**src/r3c_pkg.sv**
```systemverilog
`timescale 1ns / 1ps
// ----------------------------------------------------------------------------
// r3c_pkg
// Shared types, sizes, register indexes and coefficient helpers for the RGB
// 3x3 convolution filter.
// ----------------------------------------------------------------------------
package r3c_pkg;

    localparam int MaxWidth     = 1024;
    localparam int MaxHeight    = 1024;
    localparam int CoefBits     = 12;
    localparam int CoefFracBits = 8;
    localparam int PixMax       = 255;

    localparam int ColBits      = $clog2(MaxWidth);
    localparam int RowBits      = $clog2(MaxHeight);
    localparam int SizeBits     = 11;
    localparam int TapsABits    = 60;
    localparam int TapsBBits    = 48;
    localparam int CfgIdxBits   = 3;
    localparam int CfgDataBits  = 64;
    localparam int ProdBits     = CoefBits + 9;
    localparam int SumBits      = ProdBits + 4;
    localparam int NumTaps      = 9;

    // Register indexes of the configuration port.
    typedef enum logic [CfgIdxBits-1:0] {
        CFG_WIDTH   = 3'd0,
        CFG_HEIGHT  = 3'd1,
        CFG_TAPS_A  = 3'd2,
        CFG_TAPS_B  = 3'd3,
        CFG_CONTOUR = 3'd4
    } t_cfg_idx;

    typedef logic [23:0] t_pix;
    typedef logic [NumTaps-1:0][23:0] t_taps;

    typedef struct packed {
        logic [ColBits-1:0] col;
        logic [RowBits-1:0] row;
        logic               last;
    } t_job;

    // Neighbor offsets of each tap: centre, row below, same row, row above.
    localparam int TapDx [NumTaps] = '{0, -1, 0, 1, -1, 1, -1, 0, 1};
    localparam int TapDy [NumTaps] = '{0, 1, 1, 1, 0, 0, -1, -1, -1};

    // Extracts tap i from the two packed coefficient registers.
    function automatic logic signed [CoefBits-1:0] coef(
        input logic [TapsABits-1:0] taps_a,
        input logic [TapsBBits-1:0] taps_b,
        input int                   i
    );
        logic [63:0] word;
        int          k;
        word = (i < 5) ? 64'(taps_a) : 64'(taps_b);
        k    = (i < 5) ? i : i - 5;
        if (k * CoefBits >= 64) begin
            return '0;
        end
        return CoefBits'(word >> (k * CoefBits));
    endfunction

endpackage

```
**src/r3c_job_seq.sv**
```systemverilog
`timescale 1ns / 1ps
// ----------------------------------------------------------------------------
// r3c_job_seq
// Holds the 3x3 column window and issues the zero to four filter jobs that one
// pixel causes, one per cycle while the MAC is ready, with edges replicated.
// ----------------------------------------------------------------------------
module r3c_job_seq (
    input  logic                        i_clk,
    input  logic                        i_rst_n,
    input  logic                        i_load_valid,
    input  logic [r3c_pkg::ColBits-1:0] i_col,
    input  logic [r3c_pkg::RowBits-1:0] i_row,
    input  logic                        i_last_col,
    input  logic                        i_last_row,
    input  r3c_pkg::t_pix               i_top,
    input  r3c_pkg::t_pix               i_mid,
    input  r3c_pkg::t_pix               i_bot,
    output logic                        o_load,
    output logic                        o_valid,
    input  logic                        i_ready,
    output r3c_pkg::t_taps              o_taps,
    output r3c_pkg::t_job               o_job
);

    logic [3:0]                  r_mask;
    logic [r3c_pkg::ColBits-1:0] r_col;
    logic [r3c_pkg::RowBits-1:0] r_row;
    logic                        r_last_col;
    logic                        r_last_row;
    logic [2:0][2:0][23:0]       r_win;

    logic [3:0] pick;
    logic [3:0] rest;
    logic [3:0] n_mask;
    logic       xs;
    logic       ys;
    logic       left;
    logic       right;
    logic       up;
    logic       down;
    logic       issue;
    r3c_pkg::t_pix centre;

    always_comb begin
        priority if (r_mask[0]) begin
            pick = 4'b0001;
        end else if (r_mask[1]) begin
            pick = 4'b0010;
        end else if (r_mask[2]) begin
            pick = 4'b0100;
        end else begin
            pick = 4'b1000;
        end
    end

    assign rest    = r_mask & ~pick;
    assign o_valid = (r_mask != 4'b0);
    assign issue   = o_valid && i_ready;
    assign o_load  = i_load_valid && (!o_valid || (issue && (rest == 4'b0)));

    // Jobs are ordered: left column (upper row, last row), then right column.
    assign xs    = pick[2] | pick[3];
    assign ys    = pick[1] | pick[3];
    assign left  = xs ? (r_col == '0) : (r_col == r3c_pkg::ColBits'(1));
    assign right = xs;
    assign up    = ys ? (r_row == '0) : (r_row == r3c_pkg::RowBits'(1));
    assign down  = ys;
    assign centre = r_win[{1'b0, xs} + 2'd1][{1'b0, ys} + 2'd1];

    always_comb begin
        int  dx;
        int  dy;
        logic outside;
        logic [1:0] ci;
        logic [1:0] ri;
        for (int t = 0; t < r3c_pkg::NumTaps; t++) begin
            dx      = r3c_pkg::TapDx[t];
            dy      = r3c_pkg::TapDy[t];
            outside = ((dx == -1) && left) || ((dx == 1) && right) ||
                      ((dy == -1) && up) || ((dy == 1) && down);
            ci      = 2'(dx + 1 + int'(xs));
            ri      = 2'(dy + 1 + int'(ys));
            if (outside || (ci == 2'd3) || (ri == 2'd3)) begin
                o_taps[t] = centre;
            end else begin
                o_taps[t] = r_win[ci][ri];
            end
        end
    end

    assign o_job.col  = xs ? r_col : r_col - r3c_pkg::ColBits'(1);
    assign o_job.row  = ys ? r_row : r_row - r3c_pkg::RowBits'(1);
    assign o_job.last = (rest == 4'b0);

    always_comb begin
        n_mask = r_mask;
        if (o_load) begin
            n_mask[0] = (i_col != '0) && (i_row != '0);
            n_mask[1] = (i_col != '0) && i_last_row;
            n_mask[2] = i_last_col && (i_row != '0);
            n_mask[3] = i_last_col && i_last_row;
        end else if (issue) begin
            n_mask = rest;
        end
    end

    always_ff @(posedge i_clk) begin
        if (!i_rst_n) begin
            r_mask <= '0;
        end else begin
            r_mask <= n_mask;
        end
    end

    always_ff @(posedge i_clk) begin
        if (o_load) begin
            r_col      <= i_col;
            r_row      <= i_row;
            r_last_col <= i_last_col;
            r_last_row <= i_last_row;
            r_win[0]   <= r_win[1];
            r_win[1]   <= r_win[2];
            r_win[2]   <= {i_bot, i_mid, i_top};
        end
    end

    // The job flags follow from the stored position.
`ifndef SYNTH
    a_right_job_at_row_end: assert property (@(posedge i_clk) disable iff (!i_rst_n)
        (r_mask[2] || r_mask[3]) |-> r_last_col)
        else $error("right-column job without row end");
    a_last_row_job: assert property (@(posedge i_clk) disable iff (!i_rst_n)
        (r_mask[1] || r_mask[3]) |-> r_last_row)
        else $error("last-row job outside last row");
    a_load_when_free: assert property (@(posedge i_clk) disable iff (!i_rst_n)
        o_load |=> ($past(rest) == 4'b0 || !$past(o_valid)))
        else $error("window reloaded while jobs pending");
`endif

endmodule

```
**config.mk**
```make
export PLATFORM = sky130hd
export DESIGN_NAME = r3c_job_seq
export DESIGN_NICKNAME = d
export VERILOG_FILES = /design/src/r3c_pkg.sv /design/src/r3c_job_seq.sv
export SDC_FILE = /design/constraint.sdc
export NUM_CORES = 1
export LEC_CHECK = 0
export BUFFER_PORTS_ARGS = -buffer_cell sky130_fd_sc_hd__clkbuf_2
export CAP_MARGIN = 25
export CORE_MARGIN = 1
export CORE_UTILIZATION = 45
export CTS_CLUSTER_DIAMETER = 30
export DETAILED_ROUTE_END_ITERATION = 6
export PLACE_DENSITY = 0.78
export SLEW_MARGIN = 0
export SYNTH_ARGS = -nofsm -noshare
export SYNTH_HDL_FRONTEND = slang
export SYNTH_SLANG_ARGS = --single-unit
```
**constraint.sdc**
```tcl
create_clock -name i_clk -period 44.6 [get_ports i_clk]
set_input_delay 8.92 -clock i_clk [delete_from_list [all_inputs] [get_ports i_clk]]
set_output_delay 8.92 -clock i_clk [all_outputs]
set_load 0.02 [all_outputs]
```
==> results of run 1 <==
## flip-flops by register name (all words and copies together) (netlist names)
| signal | count |
|---|---|
| r_col | 10 |
| r_mask | 4 |
| r_row | 10 |
| r_win | 216 |
## cell usage after synthesis (2+ instances only)
cell type | number | share of area [%]
sky130_fd_sc_hd__and3_1 | 2 | 0.098
sky130_fd_sc_hd__nor4_1 | 9 | 0.44
sky130_fd_sc_hd__dfxtp_1 | 4 | 0.63
sky130_fd_sc_hd__nand2b_1 | 3 | 0.15
sky130_fd_sc_hd__buf_2 | 23 | 0.90
sky130_fd_sc_hd__o21ai_0 | 104 | 4.1
sky130_fd_sc_hd__nor3_1 | 4 | 0.16
sky130_fd_sc_hd__a21oi_1 | 29 | 1.1
sky130_fd_sc_hd__buf_4 | 7 | 0.41
sky130_fd_sc_hd__o21ai_1 | 21 | 0.82
sky130_fd_sc_hd__nand4_1 | 27 | 1.3
sky130_fd_sc_hd__nor2_4 | 2 | 0.18
sky130_fd_sc_hd__xnor2_1 | 7 | 0.48
sky130_fd_sc_hd__buf_6 | 3 | 0.26
sky130_fd_sc_hd__ha_1 | 4 | 0.39
sky130_fd_sc_hd__o21a_1 | 24 | 1.4
sky130_fd_sc_hd__xor2_1 | 9 | 0.62
sky130_fd_sc_hd__nand2_1 | 156 | 4.6
sky130_fd_sc_hd__mux2_2 | 48 | 4.2
sky130_fd_sc_hd__inv_1 | 56 | 1.6
sky130_fd_sc_hd__clkbuf_1 | 37 | 1.1
sky130_fd_sc_hd__nand3_1 | 34 | 1.3
sky130_fd_sc_hd__mux2i_1 | 194 | 15
sky130_fd_sc_hd__o211ai_1 | 24 | 1.4
sky130_fd_sc_hd__nor2_1 | 10 | 0.29
sky130_fd_sc_hd__buf_1 | 6 | 0.18
sky130_fd_sc_hd__edfxtp_1 | 236 | 56
## metal layers
layer | vias up | routed length (um)
li1 | 4754 | -
met1 | 5003 | 15200
met2 | 480 | 16700
met3 | 76 | 2350
met4 | 0 | 1070
met5 | - | 0
## layout make-up
| class | count | area, um^2 | share of cell area (%) |
|---|---|---|---|
| sequential | 240 | 7170 | 42.9 |
| clock inverter | 38 | 422 | 2.52 |
| timing repair buffer | 349 | 1800 | 10.8 |
| tap | 378 | 473 | 2.83 |
| inverter | 56 | 210 | 1.26 |
| antenna | 1 | 2.50 | 0.0150 |
| clock buffer | 67 | 1550 | 9.27 |
| multi-input combinational | 725 | 5080 | 30.4 |
## power groups by stage
stage | Clock, mW | Sequential [mW] | Combinational, mW
CTS | 0.423 | 0.291 | 0.259
global route | 0.434 | 0.294 | 0.278
detailed placement | 0 | 0.295 | 0.258
global placement | 0 | 0.294 | 0.255
floorplan | 0 | 0.297 | 0.178
finish | 0.417 | 0.292 | 0.259
## through the flow
stage          instance area (um^2)  worst slack [ns]  hold slack (ns)  util (%)
2_1_floorplan                 12800             13.56            0.444         -
3_3_place_gp                  14700             24.89            0.460      52.8
3_5_place_dp                  14700             24.78            0.465      52.9
4_1_cts                       16700             24.79            0.477      60.0
5_1_grt                       16700             24.56            0.488      60.0
6_report                      16700             24.74            0.478      60.0
## path summary, 6_finish.rpt
check | startpoint | slack (ns) | end
worst max register to register | r_mask[0] | 40.41 | r_win[26]
worst min register to register | r_win[91] | 0.48 | r_win[19]
worst min-delay path | r_win[91] | 0.48 | r_win[19]
worst max-delay path | i_ready | 24.74 | o_load
## critical path, cell delays in order
cell and delay (ns):
sky130_fd_sc_hd__clkbuf_2 0.17, sky130_fd_sc_hd__nor4b_1 0.35, sky130_fd_sc_hd__o21ai_0 0.21, sky130_fd_sc_hd__a31oi_4 0.22, sky130_fd_sc_hd__buf_12 0.59, sky130_fd_sc_hd__clkbuf_2 0.30
## kinds of logic after synthesis
group	synth area share (%)
XOR/XNOR	1.10
AO/OA/AOI/OAI	9.34
flip-flops	56.2
multiplexers	19.5
adder cells (fa/ha/maj)	0.392
buffers and inverters	4.49
AND/OR/NAND/NOR	9.07
==> impl_metrics.env, run 1 <==
export IMPL_floorplan_die_area_um2=29000
export IMPL_drtIter0Drc=907
export IMPL_finalClockSkew_ns=0.0152
export IMPL_filler_cell_count=2218
export IMPL_min_delay_path_class="flop to flop"
export IMPL_core_area_um2=27900
export IMPL_critical_path_endpoint_type="primary output"
export IMPL_clkTransAtPathRegs_ns=0.04
export IMPL_total_switching_power_mw=0.314
export IMPL_met3_usage_pct=4.42
export IMPL_totalNegativeSetupSlack_ns=0
export IMPL_cp_data_arrival_time_ns=10.94
export IMPL_top_level_port_count=337
export IMPL_globalplace_congestion=0.869
export IMPL_max_slew_margin_rel_pct=30.3
export IMPL_die_span_y_um=170
export IMPL_sequentialPowerShare_pct=30.1
export IMPL_worst_r2r_path_depth=5
export IMPL_power_switching_share_pct=32.4
export IMPL_tritoncts="yes"
export IMPL_critical_path_required_ns=35.68
export IMPL_detailedPlacementHpwl_um=22500
export IMPL_met1_usage_pct=31.1
export IMPL_die_width_um=170
export IMPL_num_rows=61
export IMPL_layout_commonest_cell="sky130_fd_sc_hd__clkbuf_2"
export IMPL_yosysUniqueCellTypes=41
export IMPL_antenna_violating_nets_left=0
export IMPL_syn_inst=1097
export IMPL_ys_async_sr_fraction_pct=0
export IMPL_power_leakage_nw=7.41
export IMPL_final_period_utilization_pct=44.5
export IMPL_cap_violations=0
export IMPL_post_cts_repair_setup_buffers=0
export IMPL_p_comb_share_pct=26.8
export IMPL_antenna_found_initial=1
export IMPL_via_count=10300
export IMPL_hold_path_depth=0
export IMPL_cts_hold_buffers_added=0
export IMPL_flip_flop_cell_with_the_highest_count_after_synthesis="sky130_fd_sc_hd__edfxtp_1"
export IMPL_layout_min_cycle_time_ns=19.86
export IMPL_wirelength_um=35300
export IMPL_initial_core_util_pct=45.8
export IMPL_clk_latency_ns=0.56
export IMPL_ir_drop_mv=0.0350
export IMPL_cts_max_level=2
export IMPL_crit_path_start_kind="primary input"
export IMPL_maximum_clock_rate_mhz=50.4
export IMPL_setup_viol=0
export IMPL_place_detailed_instances=1748
export IMPL_syn_cell_area_um2=12800
export IMPL_globalRouteOverflowTotal=0
export IMPL_power_frac_clock_pct=43.1
export IMPL_outcome="complete, no violations"
export IMPL_layout_common_cells="sky130_fd_sc_hd__clkbuf_2 (336), sky130_fd_sc_hd__edfxtp_1 (236), sky130_fd_sc_hd__mux2i_1 (194)"
export IMPL_drive_above_1_share_pct=34.2
export IMPL_synthesis_yosys_warnings=0
export IMPL_synth_seq_area_share_pct=56.2
export IMPL_synth_ff_latch_count=240
export IMPL_cts_made_buffers=59
export IMPL_grt_pass1_vias=9976
export IMPL_syn_num_nets=1199
export IMPL_synthToLayoutAreaGrowth_pct=31.0
export IMPL_detail_route_first_pass_iterations=5
export IMPL_aggregate_global_route_resource_usage_pct=23.5
export IMPL_post_cts_resized=0
export IMPL_p_int_mw=0.654
export IMPL_cts_sinks=240
export IMPL_timing_hold_violations_final=0
export IMPL_synth_edff_count=236
export IMPL_global_route_peak_usage_layer="met2"
export IMPL_buffer_ports_inserted=336
export IMPL_grt_start_max_net_pins=166
export IMPL_wire_per_inst_um=19.0
export IMPL_critPathMaxFanout=165
export IMPL_final_cell_count_no_fill=1854
export IMPL_unrepaired_setup_endpoints_after_global_routing="false"
export IMPL_global_route_usage_met2_pct=37.8
export IMPL_route_detailed_vias_per_inst=5.56
export IMPL_power_per_cell_area_nw_per_um2=57.9
export IMPL_number_of_drc_violations_after_detailed_routing=0
export IMPL_class_of_the_most_critical_setup_path="primary input to primary output"
export IMPL_timing_final_max_slew_violations=0
export IMPL_synth_avg_cell_area_um2=11.6
export IMPL_first_pass_grt_wire_length_um=53300
export IMPL_worst_pin_slew_ns=1.04
export IMPL_final_nets=1533
export IMPL_fin_total_pwr_mw=0.968
export IMPL_clk_buf_depth=3
export IMPL_clockRootBuffer="sky130_fd_sc_hd__clkbuf_16"
(Power assumes the default switching activity.)
==> inputs of run 2 (changes only) <==
--- a/config.mk
+++ b/config.mk
@@ -5,13 +5,14 @@
 export SDC_FILE = /design/constraint.sdc
 export NUM_CORES = 1
 export LEC_CHECK = 0
+export ABC_AREA = 1
 export BUFFER_PORTS_ARGS = -buffer_cell sky130_fd_sc_hd__clkbuf_2
 export CAP_MARGIN = 25
 export CORE_MARGIN = 1
 export CORE_UTILIZATION = 45
 export CTS_CLUSTER_DIAMETER = 30
 export DETAILED_ROUTE_END_ITERATION = 6
-export PLACE_DENSITY = 0.78
+export PLACE_DENSITY = 0.8
 export SLEW_MARGIN = 0
 export SYNTH_ARGS = -nofsm -noshare
 export SYNTH_HDL_FRONTEND = slang
==> constraint.sdc (replaced) <==
create_clock -name i_clk -period 17.7 [get_ports i_clk]
set_input_delay 3.54 -clock i_clk [delete_from_list [all_inputs] [get_ports i_clk]]
set_output_delay 3.54 -clock i_clk [all_outputs]
set_load 0.02 [all_outputs]
==> impl_metrics.env, run 2 <==
export IMPL_outcome="complete, no violations"
export IMPL_die_span_y_um=172
export IMPL_synth_most_common_cell="sky130_fd_sc_hd__nand2_1"
export IMPL_final_cell_count_no_fill=2307
export IMPL_setup_viol=0
export IMPL_post_cts_resized=0
export IMPL_die_width_um=172
export IMPL_detail_route_first_pass_iterations=6
export IMPL_tritoncts="yes"
export IMPL_critical_path_endpoint_type="primary output"
export IMPL_min_delay_path_class="flop to flop"
export IMPL_cts_made_buffers=53
export IMPL_cap_violations=0
export IMPL_worst_pin_slew_ns=0.949
export IMPL_num_rows=61
export IMPL_met1_usage_pct=30.0
export IMPL_critPathMaxFanout=137
export IMPL_synth_ff_latch_count=240
export IMPL_filler_cell_count=2480
export IMPL_globalplace_congestion=0.876
export IMPL_route_detailed_vias_per_inst=5.25
export IMPL_initial_core_util_pct=46.2
export IMPL_maximum_clock_rate_mhz=118
export IMPL_drive_above_1_share_pct=23.8
export IMPL_floorplan_die_area_um2=29500
export IMPL_clkTransAtPathRegs_ns=0.05
export IMPL_clk_buf_depth=3
export IMPL_globalRouteOverflowTotal=0
export IMPL_cp_data_arrival_time_ns=4.93
export IMPL_global_route_peak_usage_layer="met2"
export IMPL_syn_cell_area_um2=13000
export IMPL_syn_inst=1580
export IMPL_synth_edff_count=236
export IMPL_synth_avg_cell_area_um2=8.21
export IMPL_timing_final_max_slew_violations=0
export IMPL_ys_async_sr_fraction_pct=0
export IMPL_layout_commonest_cell="sky130_fd_sc_hd__nand2_1"
export IMPL_worstHoldEndpoint="r_win[2]"
export IMPL_global_route_usage_met2_pct=40.1
export IMPL_yosysUniqueCellTypes=30
export IMPL_grt_pass1_vias=11200
export IMPL_unrepaired_setup_endpoints_after_global_routing="false"
export IMPL_crit_path_start_kind="flop"
export IMPL_synthesis_yosys_warnings=0
export IMPL_place_detailed_instances=2208
export IMPL_first_pass_grt_wire_length_um=55600
export IMPL_leading_post_synthesis_cells_by_instance_count="sky130_fd_sc_hd__nand2_1 (664), sky130_fd_sc_hd__edfxtp_1 (236), sky130_fd_sc_hd__o21ai_0 (212)"
export IMPL_drtIter0Drc=1112
export IMPL_timing_hold_violations_final=0
export IMPL_core_area_um2=28100
export IMPL_grt_start_max_net_pins=138
export IMPL_detailedPlacementHpwl_um=23700
export IMPL_layout_top_registers="r_win x216, r_col x10, r_row x10"
export IMPL_cts_max_level=2
export IMPL_hold_path_depth=0
export IMPL_final_period_utilization_pct=47.8
export IMPL_layout_common_cells="sky130_fd_sc_hd__nand2_1 (663), sky130_fd_sc_hd__clkbuf_2 (336), sky130_fd_sc_hd__edfxtp_1 (236)"
export IMPL_finalClockSkew_ns=0.0261
export IMPL_synth_seq_area_share_pct=55.3
export IMPL_post_cts_repair_setup_buffers=0
export IMPL_synthToLayoutAreaGrowth_pct=28.5
export IMPL_class_of_the_most_critical_setup_path="flop to primary output"
export IMPL_origin_of_the_critical_flop_to_flop_path="r_mask[0]"
export IMPL_multi_input_area_um2=4920
export IMPL_aggregate_global_route_resource_usage_pct=23.9
export IMPL_layout_min_cycle_time_ns=8.47
export IMPL_synth_top_area_share_pct=54.6
export IMPL_reg2reg_to="r_win[155]"
export IMPL_syn_num_nets=1682
export IMPL_antenna_found_initial=2
export IMPL_wirelength_um=36400
export IMPL_antenna_violating_nets_left=0
export IMPL_cts_hold_buffers_added=0
export IMPL_critical_path_required_ns=14.16
export IMPL_synth_top_cells_by_area="sky130_fd_sc_hd__edfxtp_1 (55%), sky130_fd_sc_hd__nand2_1 (19%), sky130_fd_sc_hd__o21ai_0 (8.2%), sky130_fd_sc_hd__nand3_1 (4.2%), sky130_fd_sc_hd__inv_1 (3.2%)"
export IMPL_setup_slack_reg_to_reg_ns=13.26
export IMPL_buffer_ports_inserted=336
export IMPL_clockRootBuffer="sky130_fd_sc_hd__clkbuf_16"
export IMPL_top_level_port_count=337
export IMPL_wire_per_inst_um=15.8
export IMPL_worst_hold_slack_ns=0.432
export IMPL_min_from="r_win[74]"
export IMPL_cts_sinks=240
export IMPL_worst_r2r_path_depth=10
export IMPL_max_slew_margin_rel_pct=36.8
export IMPL_sequential_cell_area_um2=7170
export IMPL_post_synth_top_area_cell="sky130_fd_sc_hd__edfxtp_1"
export IMPL_crit_start="r_mask[1]"
export IMPL_flip_flop_cell_with_the_highest_count_after_synthesis="sky130_fd_sc_hd__edfxtp_1"
export IMPL_number_of_flip_flops_under_the_largest_register_name=216
export IMPL_totalNegativeSetupSlack_ns=0
export IMPL_clk_latency_ns=0.54
export IMPL_number_of_drc_violations_after_detailed_routing=0
export IMPL_met3_usage_pct=4.46
export IMPL_largest_register="r_win"
export IMPL_via_count=12100
export IMPL_final_nets=1988
-- run 2: changes by cell type in the layout (fill, tap and decap cells not counted), moves of 25 or more --
| cell | previous run | this run |
|---|---|---|
| sky130_fd_sc_hd__o21ai_0 | 104 | 212 |
| sky130_fd_sc_hd__inv_1 | 55 | 111 |
| sky130_fd_sc_hd__nand4_1 | 27 | 2 |
| sky130_fd_sc_hd__nor2_1 | 8 | 37 |
| sky130_fd_sc_hd__nand3_1 | 34 | 108 |
| sky130_fd_sc_hd__mux2i_1 | 194 | 0 |
| sky130_fd_sc_hd__mux2_2 | 48 | 0 |
| sky130_fd_sc_hd__nand2_1 | 155 | 663 |
-- run 2: metal layers --
metal	routed length [um]	share of wire (%)
met1	14700	40
met2	17700	49
met3	2680	7.4
met4	1270	3.5
met5	17	0.047
-- run 2: per-stage QoR --
stage | instance area, um^2 | util, % | worst slack (ns)
floorplan | 13000 | - | 5.23
global placement | 14800 | 52.7 | 9.36
detailed placement | 14800 | 52.7 | 9.32
CTS | 16600 | 59.2 | 9.17
global route | 16700 | 59.3 | 8.89
finish | 16700 | 59.3 | 9.23
-- run 2: cells by family after synthesis --
| kind of cell | share of synthesized area, % |
|---|---|
| buffers and inverters | 7.08 |
| XOR/XNOR | 0.810 |
| flip-flops | 55.3 |
| AND/OR/NAND/NOR | 25.2 |
| adder cells (fa/ha/maj) | 0.386 |
| AO/OA/AOI/OAI | 11.3 |
-- run 2: worst max path at each step --
stage | end | slack (ns)
detailed placement | o_load | 9.32
CTS | o_taps[164] | 9.17
floorplan | o_load | 5.23
finish | o_taps[164] | 9.23
global placement | o_load | 9.36
global route | o_taps[164] | 8.89
-- run 2: worst max-delay path, cell delays in order, from the launching register on --
cell and delay (ns):
sky130_fd_sc_hd__dfxtp_1 0.36, sky130_fd_sc_hd__inv_2 0.11, sky130_fd_sc_hd__nand2_1 0.13, sky130_fd_sc_hd__nand2_8 0.55
sky130_fd_sc_hd__clkinv_2 0.82, sky130_fd_sc_hd__nand2_1 0.33, sky130_fd_sc_hd__nand3_4 0.49, sky130_fd_sc_hd__buf_4 0.50
sky130_fd_sc_hd__nand2_1 0.27, sky130_fd_sc_hd__buf_4 0.37, sky130_fd_sc_hd__nand2_1 0.12, sky130_fd_sc_hd__nand2_1 0.09
sky130_fd_sc_hd__clkbuf_2 0.17
-- run 2: final cells by class --
type	count	area share, %
multi-input cells	1116	29.5
clock buffers	60	8.25
well taps	378	2.84
flip-flops and latches	240	43.0
diodes	1	0.0150
repair buffers	351	10.9
inverters	124	2.80
clock inverters	37	2.66
Power of run 2 is left out: the tool's default activity adds up to more than one toggle a clock period on the data nets, which glitch-free logic cannot reach.
